### src/scc_pkg.sv
package scc_pkg;

  localparam int unsigned MaxSpanDefault = 1024;
  localparam int unsigned ChunkPixels    = 32;
  localparam int unsigned MaxResults     = 64;
  localparam int unsigned CoordWidth     = 12;
  localparam int unsigned WidthWidth     = 11;
  localparam int unsigned PitchWidth     = 13;
  localparam int unsigned AddrWidth      = 32;
  localparam int unsigned DoneWidth      = 12;
  localparam int unsigned CntWidth       = 7;
  localparam logic [PitchWidth-1:0] PitchReset = 13'd1024;
  localparam logic [31:0] AllOnes = 32'hFFFF_FFFF;

  typedef struct packed {
    logic load;
    logic init;
    logic step;
  } cmd_t;

  typedef struct packed {
    logic fin;
    logic out_busy;
  } sts_t;

endpackage

### src/scc_ctrl.sv
module scc_ctrl (
  input  logic          clk_i,
  input  logic          rst_ni,
  input  logic          in_valid_i,
  input  logic          out_stall_i,
  output logic          in_stall_o,
  output scc_pkg::cmd_t cmd_o,
  input  scc_pkg::sts_t sts_i
);

  typedef enum logic [1:0] {
    StIdle,
    StMul,
    StInit,
    StWalk
  } state_e;

  state_e state_q;
  logic   slot_free;

  assign slot_free  = !sts_i.out_busy || !out_stall_i;
  assign in_stall_o = (state_q != StIdle);

  always_comb begin
    cmd_o      = '0;
    cmd_o.load = (state_q == StIdle) && in_valid_i;
    cmd_o.init = (state_q == StInit);
    cmd_o.step = (state_q == StWalk) && !sts_i.fin && slot_free;
  end

  always_ff @(posedge clk_i or negedge rst_ni) begin
    if (!rst_ni) begin
      state_q <= StIdle;
    end else begin
      case (state_q)
        StIdle: begin
          if (in_valid_i) state_q <= StMul;
        end
        StMul:  state_q <= StInit;
        StInit: state_q <= StWalk;
        StWalk: begin
          if (sts_i.fin) state_q <= StIdle;
        end
        default: state_q <= StIdle;
      endcase
    end
  end

endmodule

### src/scc_datapath.sv
module scc_datapath #(
  parameter int unsigned MaxSpan = scc_pkg::MaxSpanDefault
) (
  input  logic                              clk_i,
  input  logic                              rst_ni,
  input  scc_pkg::cmd_t                     cmd_i,
  output scc_pkg::sts_t                     sts_o,
  input  logic                              cfg_valid_i,
  input  logic [scc_pkg::PitchWidth-1:0]    cfg_line_pitch_i,
  input  logic                              kind_i,
  input  logic [scc_pkg::CoordWidth-1:0]    src_x_i,
  input  logic [scc_pkg::CoordWidth-1:0]    src_y_i,
  input  logic [scc_pkg::CoordWidth-1:0]    dst_x_i,
  input  logic [scc_pkg::CoordWidth-1:0]    dst_y_i,
  input  logic [scc_pkg::WidthWidth-1:0]    span_width_i,
  input  logic                              out_stall_i,
  output logic                              out_valid_o,
  output logic [2:0]                        shift_amount_o,
  output logic [31:0]                       src_address_o,
  output logic [31:0]                       src_mask_o,
  output logic [31:0]                       dst_address_o,
  output logic [31:0]                       dst_mask_o,
  output logic                              last_o
);

  localparam logic [scc_pkg::WidthWidth-1:0] SpanCap = scc_pkg::WidthWidth'(MaxSpan);
  localparam logic [31:0] Chunk = 32'(scc_pkg::ChunkPixels);
  localparam logic [scc_pkg::CntWidth-1:0] CntMax = scc_pkg::CntWidth'(scc_pkg::MaxResults);

  logic [scc_pkg::PitchWidth-1:0] pitch_q;
  logic                           kind_q;
  logic [scc_pkg::CoordWidth-1:0] sx_q, sy_q, dx_q, dy_q;
  logic [scc_pkg::WidthWidth-1:0] w_q;
  logic [31:0]                    a1_q, a2_q, src_q, dst_q;
  logic [scc_pkg::DoneWidth-1:0]  done_q;
  logic                           prime_done_q;
  logic [scc_pkg::CntWidth-1:0]   cnt_q;
  logic                           out_valid_q;

  logic [31:0] a1w, a2w, w32;
  logic [scc_pkg::DoneWidth-1:0] wd, rem, next_done;
  logic        rem_full;
  logic [2:0]  sa, da;
  logic [3:0]  sa4, da4;

  logic [31:0] f_s, f_d, f_sm, f_dm, f_ns, f_nd;
  logic [2:0]  f_ps;
  logic [5:0]  f_adv;

  logic [31:0] b_s, b_d, b_sm, b_dm, b_ns, b_nd;
  logic [2:0]  b_ps;
  logic [5:0]  b_adv;
  logic        prime;

  logic [2:0]  c_ps;
  logic [31:0] c_s, c_sm, c_d, c_dm, c_ns, c_nd;
  logic [5:0]  c_adv;
  logic        c_last;

  assign w32  = {21'b0, w_q};
  assign wd   = {1'b0, w_q};
  assign a1w  = a1_q + w32;
  assign a2w  = a2_q + w32;
  assign rem  = wd - done_q;
  assign rem_full = (rem >= scc_pkg::DoneWidth'(scc_pkg::ChunkPixels));
  assign sa   = src_q[2:0];
  assign da   = dst_q[2:0];
  assign sa4  = {1'b0, sa};
  assign da4  = {1'b0, da};

  // forward walk
  always_comb begin
    f_dm = rem_full ? scc_pkg::AllOnes : (scc_pkg::AllOnes >> (6'd32 - rem[5:0]));
    f_s  = src_q - {29'b0, sa};
    f_sm = scc_pkg::AllOnes << sa;
    f_d  = dst_q - {29'b0, da};
    f_dm = f_dm << da;
    if (da >= sa) begin
      f_ps  = da - sa;
      f_adv = 6'd32 - {3'b0, da};
    end else begin
      f_ps  = 3'(4'd8 - sa4 + da4);
      f_d   = f_d - 32'd8;
      f_dm  = f_dm << 8;
      f_adv = 6'd24 - {3'b0, da};
    end
    f_ns = f_s + Chunk - {29'b0, f_ps};
    f_nd = f_d + Chunk;
  end

  // backward walk
  always_comb begin
    prime = (done_q == '0) && (da != 3'd0) && (sa > da);
    b_s  = src_q;
    b_d  = dst_q;
    b_sm = scc_pkg::AllOnes;
    b_dm = rem_full ? scc_pkg::AllOnes : (scc_pkg::AllOnes << (6'd32 - rem[5:0]));
    if (prime) begin
      b_s  = b_s + {28'b0, 4'd8 - sa4};
      b_sm = (b_sm >> (4'd8 - sa4)) >> da;
      b_dm = b_dm >> da;
    end else if ((done_q == '0) && (sa != da)) begin
      b_s  = b_s + {28'b0, 4'd8 - sa4};
    end else if (sa != 3'd0) begin
      b_s  = b_s + {28'b0, 4'd8 - sa4};
      b_sm = b_sm >> (4'd8 - sa4);
    end
    if (da != 3'd0) begin
      b_d  = b_d + {28'b0, 4'd8 - da4};
      b_dm = b_dm >> (4'd8 - da4);
    end
    if (da >= sa) begin
      b_ps = da - sa;
    end else begin
      b_ps = 3'(4'd8 - sa4 + da4);
      if (da != 3'd0) begin
        b_s  = b_s + 32'd8;
        b_sm = b_sm >> 8;
      end
    end
    if (da == sa) begin
      b_ns = b_s - 32'd32;
      b_nd = b_d - 32'd32;
    end else begin
      b_ns = b_s - 32'd24;
      b_nd = b_d - (32'd32 - {29'b0, b_ps});
    end
    if (da > sa) begin
      b_adv = (done_q == '0) ? (6'd24 + {3'b0, sa}) : 6'd24;
    end else if (da == sa) begin
      b_adv = ((done_q == '0) && (da != 3'd0)) ? (6'd24 + {3'b0, da}) : 6'd32;
    end else begin
      b_adv = (da != 3'd0) ? (6'd16 + {3'b0, sa}) : (6'd32 - {3'b0, b_ps});
    end
  end

  always_comb begin
    if (kind_q) begin
      c_ps = b_ps; c_s = b_s; c_sm = b_sm; c_d = b_d; c_dm = b_dm;
      c_ns = b_ns; c_nd = b_nd; c_adv = b_adv;
    end else begin
      c_ps = f_ps; c_s = f_s; c_sm = f_sm; c_d = f_d; c_dm = f_dm;
      c_ns = f_ns; c_nd = f_nd; c_adv = f_adv;
    end
    next_done = done_q + {6'b0, c_adv};
    c_last = (cnt_q == CntMax - 1'b1) || (next_done >= wd);
  end

  assign sts_o.fin      = (done_q >= wd) || (cnt_q == CntMax);
  assign sts_o.out_busy = out_valid_q;
  assign out_valid_o    = out_valid_q;

  always_ff @(posedge clk_i or negedge rst_ni) begin
    if (!rst_ni) begin
      pitch_q      <= scc_pkg::PitchReset;
      out_valid_q  <= 1'b0;
      done_q       <= '0;
      cnt_q        <= '0;
      prime_done_q <= 1'b0;
    end else begin
      if (cfg_valid_i) pitch_q <= cfg_line_pitch_i;
      if (cmd_i.init) begin
        done_q       <= '0;
        cnt_q        <= '0;
        prime_done_q <= 1'b0;
      end
      if (cmd_i.step) begin
        out_valid_q <= 1'b1;
        cnt_q       <= cnt_q + 1'b1;
        if (kind_q && prime && !prime_done_q) begin
          prime_done_q <= 1'b1;
        end else begin
          done_q <= next_done;
        end
      end else if (!out_stall_i) begin
        out_valid_q <= 1'b0;
      end
    end
  end

  always_ff @(posedge clk_i) begin
    if (cmd_i.load) begin
      kind_q <= kind_i;
      sx_q   <= src_x_i;
      sy_q   <= src_y_i;
      dx_q   <= dst_x_i;
      dy_q   <= dst_y_i;
      w_q    <= (span_width_i > SpanCap) ? SpanCap : span_width_i;
    end
    // linear offsets, registered from the loaded coordinates in the cycle after load
    a1_q <= {7'b0, {13'b0, sy_q} * {12'b0, pitch_q}} + {20'b0, sx_q};
    a2_q <= {7'b0, {13'b0, dy_q} * {12'b0, pitch_q}} + {20'b0, dx_q};
    if (cmd_i.init) begin
      src_q <= kind_q ? (a1w - Chunk) : a1_q;
      dst_q <= kind_q ? (a2w - Chunk) : a2_q;
    end
    if (cmd_i.step) begin
      if (kind_q && prime && !prime_done_q) begin
        shift_amount_o <= 3'(4'd8 - sa4 + da4);
        src_address_o  <= a1w - {29'b0, sa};
        src_mask_o     <= scc_pkg::AllOnes;
        dst_address_o  <= a2w - {29'b0, da} - 32'd8;
        dst_mask_o     <= (32'h0000_00FF >> (4'd8 - da4)) << 8;
        last_o         <= (cnt_q == CntMax - 1'b1);
      end else begin
        shift_amount_o <= c_ps;
        src_address_o  <= c_s;
        src_mask_o     <= c_sm;
        dst_address_o  <= c_d;
        dst_mask_o     <= c_dm;
        last_o         <= c_last;
        src_q          <= c_ns;
        dst_q          <= c_nd;
      end
    end
  end

endmodule

### src/span_copy_chunk_generator.sv
// channel | direction | handshake            | payload
// in      | input     | in_valid_i/in_stall_o | kind, src_x/y, dst_x/y, span_width
// out     | output    | out_valid_o/out_stall_i | shift, addresses, masks, last
// cfg     | input     | cfg_valid_i/cfg_ready_o | line_pitch
//
// one item passes two setup states (offset multiply, start address), then one
// chunk per cycle while out is not stalled, plus a backward priming chunk, and returns idle
// a 1024-pixel span gives up to about 44 chunks, set by the chunk walk loop
// reset is asynchronous active low; line_pitch resets to 1024
// an out stall holds the chunk register and pauses the walk

module span_copy_chunk_generator #(
  parameter int unsigned MaxSpan = scc_pkg::MaxSpanDefault
) (
  input  logic                              clk_i,
  input  logic                              rst_ni,
  input  logic                              cfg_valid_i,
  output logic                              cfg_ready_o,
  input  logic [scc_pkg::PitchWidth-1:0]    cfg_line_pitch_i,
  input  logic                              in_valid_i,
  output logic                              in_stall_o,
  input  logic                              kind_i,
  input  logic [scc_pkg::CoordWidth-1:0]    src_x_i,
  input  logic [scc_pkg::CoordWidth-1:0]    src_y_i,
  input  logic [scc_pkg::CoordWidth-1:0]    dst_x_i,
  input  logic [scc_pkg::CoordWidth-1:0]    dst_y_i,
  input  logic [scc_pkg::WidthWidth-1:0]    span_width_i,
  output logic                              out_valid_o,
  input  logic                              out_stall_i,
  output logic [2:0]                        shift_amount_o,
  output logic [31:0]                       src_address_o,
  output logic [31:0]                       src_mask_o,
  output logic [31:0]                       dst_address_o,
  output logic [31:0]                       dst_mask_o,
  output logic                              last_o
);

  scc_pkg::cmd_t cmd;
  scc_pkg::sts_t sts;

  assign cfg_ready_o = 1'b1;

  scc_ctrl u_ctrl (
    .clk_i       (clk_i),
    .rst_ni      (rst_ni),
    .in_valid_i  (in_valid_i),
    .out_stall_i (out_stall_i),
    .in_stall_o  (in_stall_o),
    .cmd_o       (cmd),
    .sts_i       (sts)
  );

  scc_datapath #(
    .MaxSpan (MaxSpan)
  ) u_datapath (
    .clk_i            (clk_i),
    .rst_ni           (rst_ni),
    .cmd_i            (cmd),
    .sts_o            (sts),
    .cfg_valid_i      (cfg_valid_i),
    .cfg_line_pitch_i (cfg_line_pitch_i),
    .kind_i           (kind_i),
    .src_x_i          (src_x_i),
    .src_y_i          (src_y_i),
    .dst_x_i          (dst_x_i),
    .dst_y_i          (dst_y_i),
    .span_width_i     (span_width_i),
    .out_stall_i      (out_stall_i),
    .out_valid_o      (out_valid_o),
    .shift_amount_o   (shift_amount_o),
    .src_address_o    (src_address_o),
    .src_mask_o       (src_mask_o),
    .dst_address_o    (dst_address_o),
    .dst_mask_o       (dst_mask_o),
    .last_o           (last_o)
  );

endmodule

### config.mk
export PLATFORM = sky130hd
export DESIGN_NAME = span_copy_chunk_generator
export DESIGN_NICKNAME = d
export VERILOG_FILES = /design/src/scc_pkg.sv /design/src/scc_ctrl.sv /design/src/scc_datapath.sv /design/src/span_copy_chunk_generator.sv
export SDC_FILE = /design/constraint.sdc
export NUM_CORES = 2
export LEC_CHECK = 0
export ABC_AREA = 1
export BUFFER_PORTS_ARGS = -buffer_cell sky130_fd_sc_hd__buf_2
export CAP_MARGIN = 30
export CORE_MARGIN = 5
export CORE_UTILIZATION = 30
export CTS_CLUSTER_DIAMETER = 100
export CTS_CLUSTER_SIZE = 10
export DETAILED_ROUTE_END_ITERATION = 8
export GPL_TIMING_DRIVEN = 1
export PLACE_DENSITY = 0.54
export SLEW_MARGIN = 0
export SYNTH_ARGS = -nofsm -noshare
export SYNTH_HDL_FRONTEND = slang
export SYNTH_SLANG_ARGS = --single-unit
### constraint.sdc
create_clock -name clk_i -period 9.6 [get_ports clk_i]
set_clock_uncertainty 0.1 [all_clocks]
set_input_delay 1.44 -clock clk_i [delete_from_list [all_inputs] [get_ports clk_i]]
set_output_delay 1.44 -clock clk_i [all_outputs]
set_load 0.05 [all_outputs]
==> results.sh <==
export IMPL_crit_top_cell="nand2_1"
export IMPL_ant_nets=0
export IMPL_place_gp_congestion=0.950
export IMPL_viasPerCell=5.13
export IMPL_grt_antenna_before_repair=5
export IMPL_synth_mux_area_share_pct=0.522
export IMPL_setup_viol=0
export IMPL_synth_compound_area_share_pct=11.7
export IMPL_arrival_ns=7.25
export IMPL_cts_hold_buf=0
export IMPL_hold_viol_final=0
export IMPL_clock_latency_ns=0.67
export IMPL_synth_simple_area_share_pct=31.8
export IMPL_status="complete, no violations"
export IMPL_slowest_stage="inv_2"
export IMPL_drtIter0Drc=4140
export IMPL_port_buffers=211
export IMPL_drv_slew=0
export IMPL_max_freq_mhz=146
export IMPL_cts_setup_buffers=0
export IMPL_crit_type="flop to flop"
export IMPL_finalSetupTns_ns=0
export IMPL_slew_limit_headroom_pct=31.1
export IMPL_synthXorXnorAreaFrac_pct=4.18
export IMPL_dieArea_um2=153000
export IMPL_cp_data_required_time_ns=10.02
export IMPL_synth_flop_cell="edfxtp_1"
export IMPL_yosys_warnings=0
export IMPL_hold_class="flop to flop"
export IMPL_die_h_um=391
export IMPL_grt_usage_pct=20.8
export IMPL_drc=0
export IMPL_syn_area_um2=43700
export IMPL_clk_pin_slew_ns=0.07
export IMPL_drive_gt1_share_pct=7.85
export IMPL_synth_area_top_cells="nand2_1, edfxtp_1, fa_1"
export IMPL_synth_edf_count=192
export IMPL_vias=43500
export IMPL_area_growth_pct=9.61
export IMPL_yosys_area_share_adder_pct=19.9
export IMPL_ios=213
export IMPL_async_flop_share_pct=10.5
export IMPL_ys_ff_latch=344
export IMPL_cts_resized=0
export IMPL_fin_crit_sh_pct=71.1
export IMPL_rsz0062_at_grt="no"
export IMPL_yosysSeqAreaShare_pct=20.6
export IMPL_synth_top_cell_area_share_pct=15.7
export IMPL_pre_cts_ws_ns=2.89
export IMPL_cp_start_kind="flop"
export IMPL_synth_top_family_by_area="simple AND/OR/NAND/NOR gates"
export IMPL_worstSetupEndpointType="flop"
export IMPL_htreeDepth=2
export IMPL_clock_path_buffers=3
export IMPL_syn_avg_cell_area_um2=6.70
export IMPL_cts_made_buffers=45
export IMPL_post_route_util_pct=33.0
export IMPL_cts_num_sinks=344
export IMPL_yosys_area_top_type="nand2_1"
export IMPL_start_util_pct=30.1
export IMPL_drt_pass1_iterations=6
export IMPL_cts_root_buf="clkbuf_16"
export IMPL_grt_pass1_wl_um=250000
export IMPL_worst_slack_ns=2.77
export IMPL_overflow=0
export IMPL_nets=7158
export IMPL_wl_per_cell_um=19.3
export IMPL_synth_cell_type_count=76
export IMPL_fin_crit_ns=6.83
export IMPL_tritoncts="yes"
export IMPL_netlist_instances=6513
export IMPL_dp_hpwl_um=129000
export IMPL_syn_nets=7133
export IMPL_die_w_um=391
export IMPL_rows=140
export IMPL_worst_pin_slew_ns=1.03
export IMPL_grt_pass1_vias=41400
export IMPL_placeableCoreArea_um2=145000
export IMPL_max_cap_violations=0
export IMPL_wl_um=164000
export IMPL_crit_path_max_incr_delay_ns=0.78
export IMPL_crit_fanout=49
export IMPL_grt_max_degree=103
-- synthesized netlist by cell type, types with 9 or more instances --
cell	count
a22oi_1	13
a21o_1	9
dfrtp_1	35
nor4_1	24
nand4_1	90
inv_2	31
a32oi_1	18
mux2_2	14
or2_2	22
clkinv_1	11
nand2_2	21
o211ai_1	39
nor2_4	20
a21oi_1	268
a211oi_1	10
nand3_1	589
nor3_1	66
xor2_1	174
xnor2_1	25
clkbuf_1	200
nor2_2	34
o31ai_1	10
ha_1	289
a31oi_1	30
o21ai_0	320
nand3b_1	12
buf_1	48
o21ai_1	17
o22ai_1	35
buf_2	26
nand2_1	1831
nor2_1	486
o221ai_1	54
fa_1	253
edfxtp_1	192
inv_1	965
nand3_2	9
dfxtp_1	116
-- critical path, delay by kind of cell (launching register included) --
kind / cells / cell delay [ns]
AOI/OAI and AO/OA: 1 / 0.39
DFF: 1 / 0.48
buffers and inverters: 5 / 2.21
and+or+nand+nor: 16 / 2.66
adders and majority gates: 3 / 0.78
-- sequential cells by signal, summed over array words and instances, names as in the netlist, 2 cells and up --
| name | cells |
|---|---|
| u_ctrl.state_q | 2 |
| u_datapath.a1_q | 26 |
| u_datapath.a2_q | 26 |
| u_datapath.cnt_q | 7 |
| u_datapath.done_q | 12 |
| u_datapath.dst_address_o | 32 |
| u_datapath.dst_mask_o | 32 |
| u_datapath.dst_q | 32 |
| u_datapath.dx_q | 12 |
| u_datapath.dy_q | 12 |
| u_datapath.pitch_q | 13 |
| u_datapath.shift_amount_o | 3 |
| u_datapath.src_address_o | 32 |
| u_datapath.src_mask_o | 32 |
| u_datapath.src_q | 32 |
| u_datapath.sx_q | 12 |
| u_datapath.sy_q | 12 |
| u_datapath.w_q | 11 |
-- metal layers --
layer / GRT usage (%) / wire, um / vias to the layer above
met5: 0 / 0 / -
met4: 6.38 / 5570 / 0
met3: 2.81 / 11900 / 216
met2: 32.2 / 70600 / 1661
met1: 30.0 / 75500 / 20600
li1: - / - / 21100
-- stage by stage --
stage / std cells / hold WS (ns) / cell area (um^2)
after floorplan: 6513 / 0.350 / 43700
after global placement: 8407 / 0.393 / 46400
after global routing: 8491 / 0.429 / 47800
final: 8494 / 0.406 / 47800
after detailed placement: 8408 / 0.395 / 46400
after CTS: 8491 / 0.413 / 47800
-- logic make-up after synthesis --
kind of cell	count (synthesis)
buffers and inverters	1291
XOR/XNOR	204
adder cells (fa/ha/maj)	542
AO/OA/AOI/OAI	877
other	1
multiplexers	21
flip-flops	344
AND/OR/NAND/NOR	3233
-- cell usage in the layout, fill, tap and decap left out, drive strengths merged, types with 11 or more instances in the layout --
master	n
fa	253
clkinv	12
inv	1004
a31oi	30
o21ai	338
dfxtp	116
edfxtp	192
a22oi	13
ha	289
o211ai	39
nand2	1853
o22ai	35
nor2	541
nor4	25
xor2	178
a21oi	270
or2	28
a32oi	18
a21boi	11
nand4	96
o221ai	54
buf	261
dfrtp	35
mux2	14
nand3b	13
xnor2	26
nor3	70
nand3	599
clkbuf	75
-- path summary, 6_finish.rpt --
| check | cells after the start | endpoint | start | slack (ns) |
|---|---|---|---|---|
| max | 25 | u_datapath.src_q[27] | u_datapath.dst_q[2] | 2.77 |
| min | 1 | u_datapath.a2_q[0] | u_datapath.dx_q[0] | 0.41 |
| max reg2reg | 25 | u_datapath.src_q[27] | u_datapath.dst_q[2] | 2.77 |
| min reg2reg | 1 | u_datapath.a2_q[0] | u_datapath.dx_q[0] | 0.41 |
| max in group asynchronous | 2 | u_datapath.cnt_q[6] | rst_ni | 8.18 |
| min in group asynchronous | 2 | u_datapath.done_q[6] | rst_ni | 0.77 |
-- area by class of cell --
class	instances	area [um^2]
clock buffers	75	1320
multi-input cells	4878	29800
inverters	1008	3790
fillers	15900	97400
clock inverters	8	108
flip-flops and latches	344	9000
repair buffers	261	1450
well taps	1917	2400
diodes	3	7.51
Power is not shown: default switching activity piles up to over one toggle a cycle in this logic, so the estimate is an artifact.
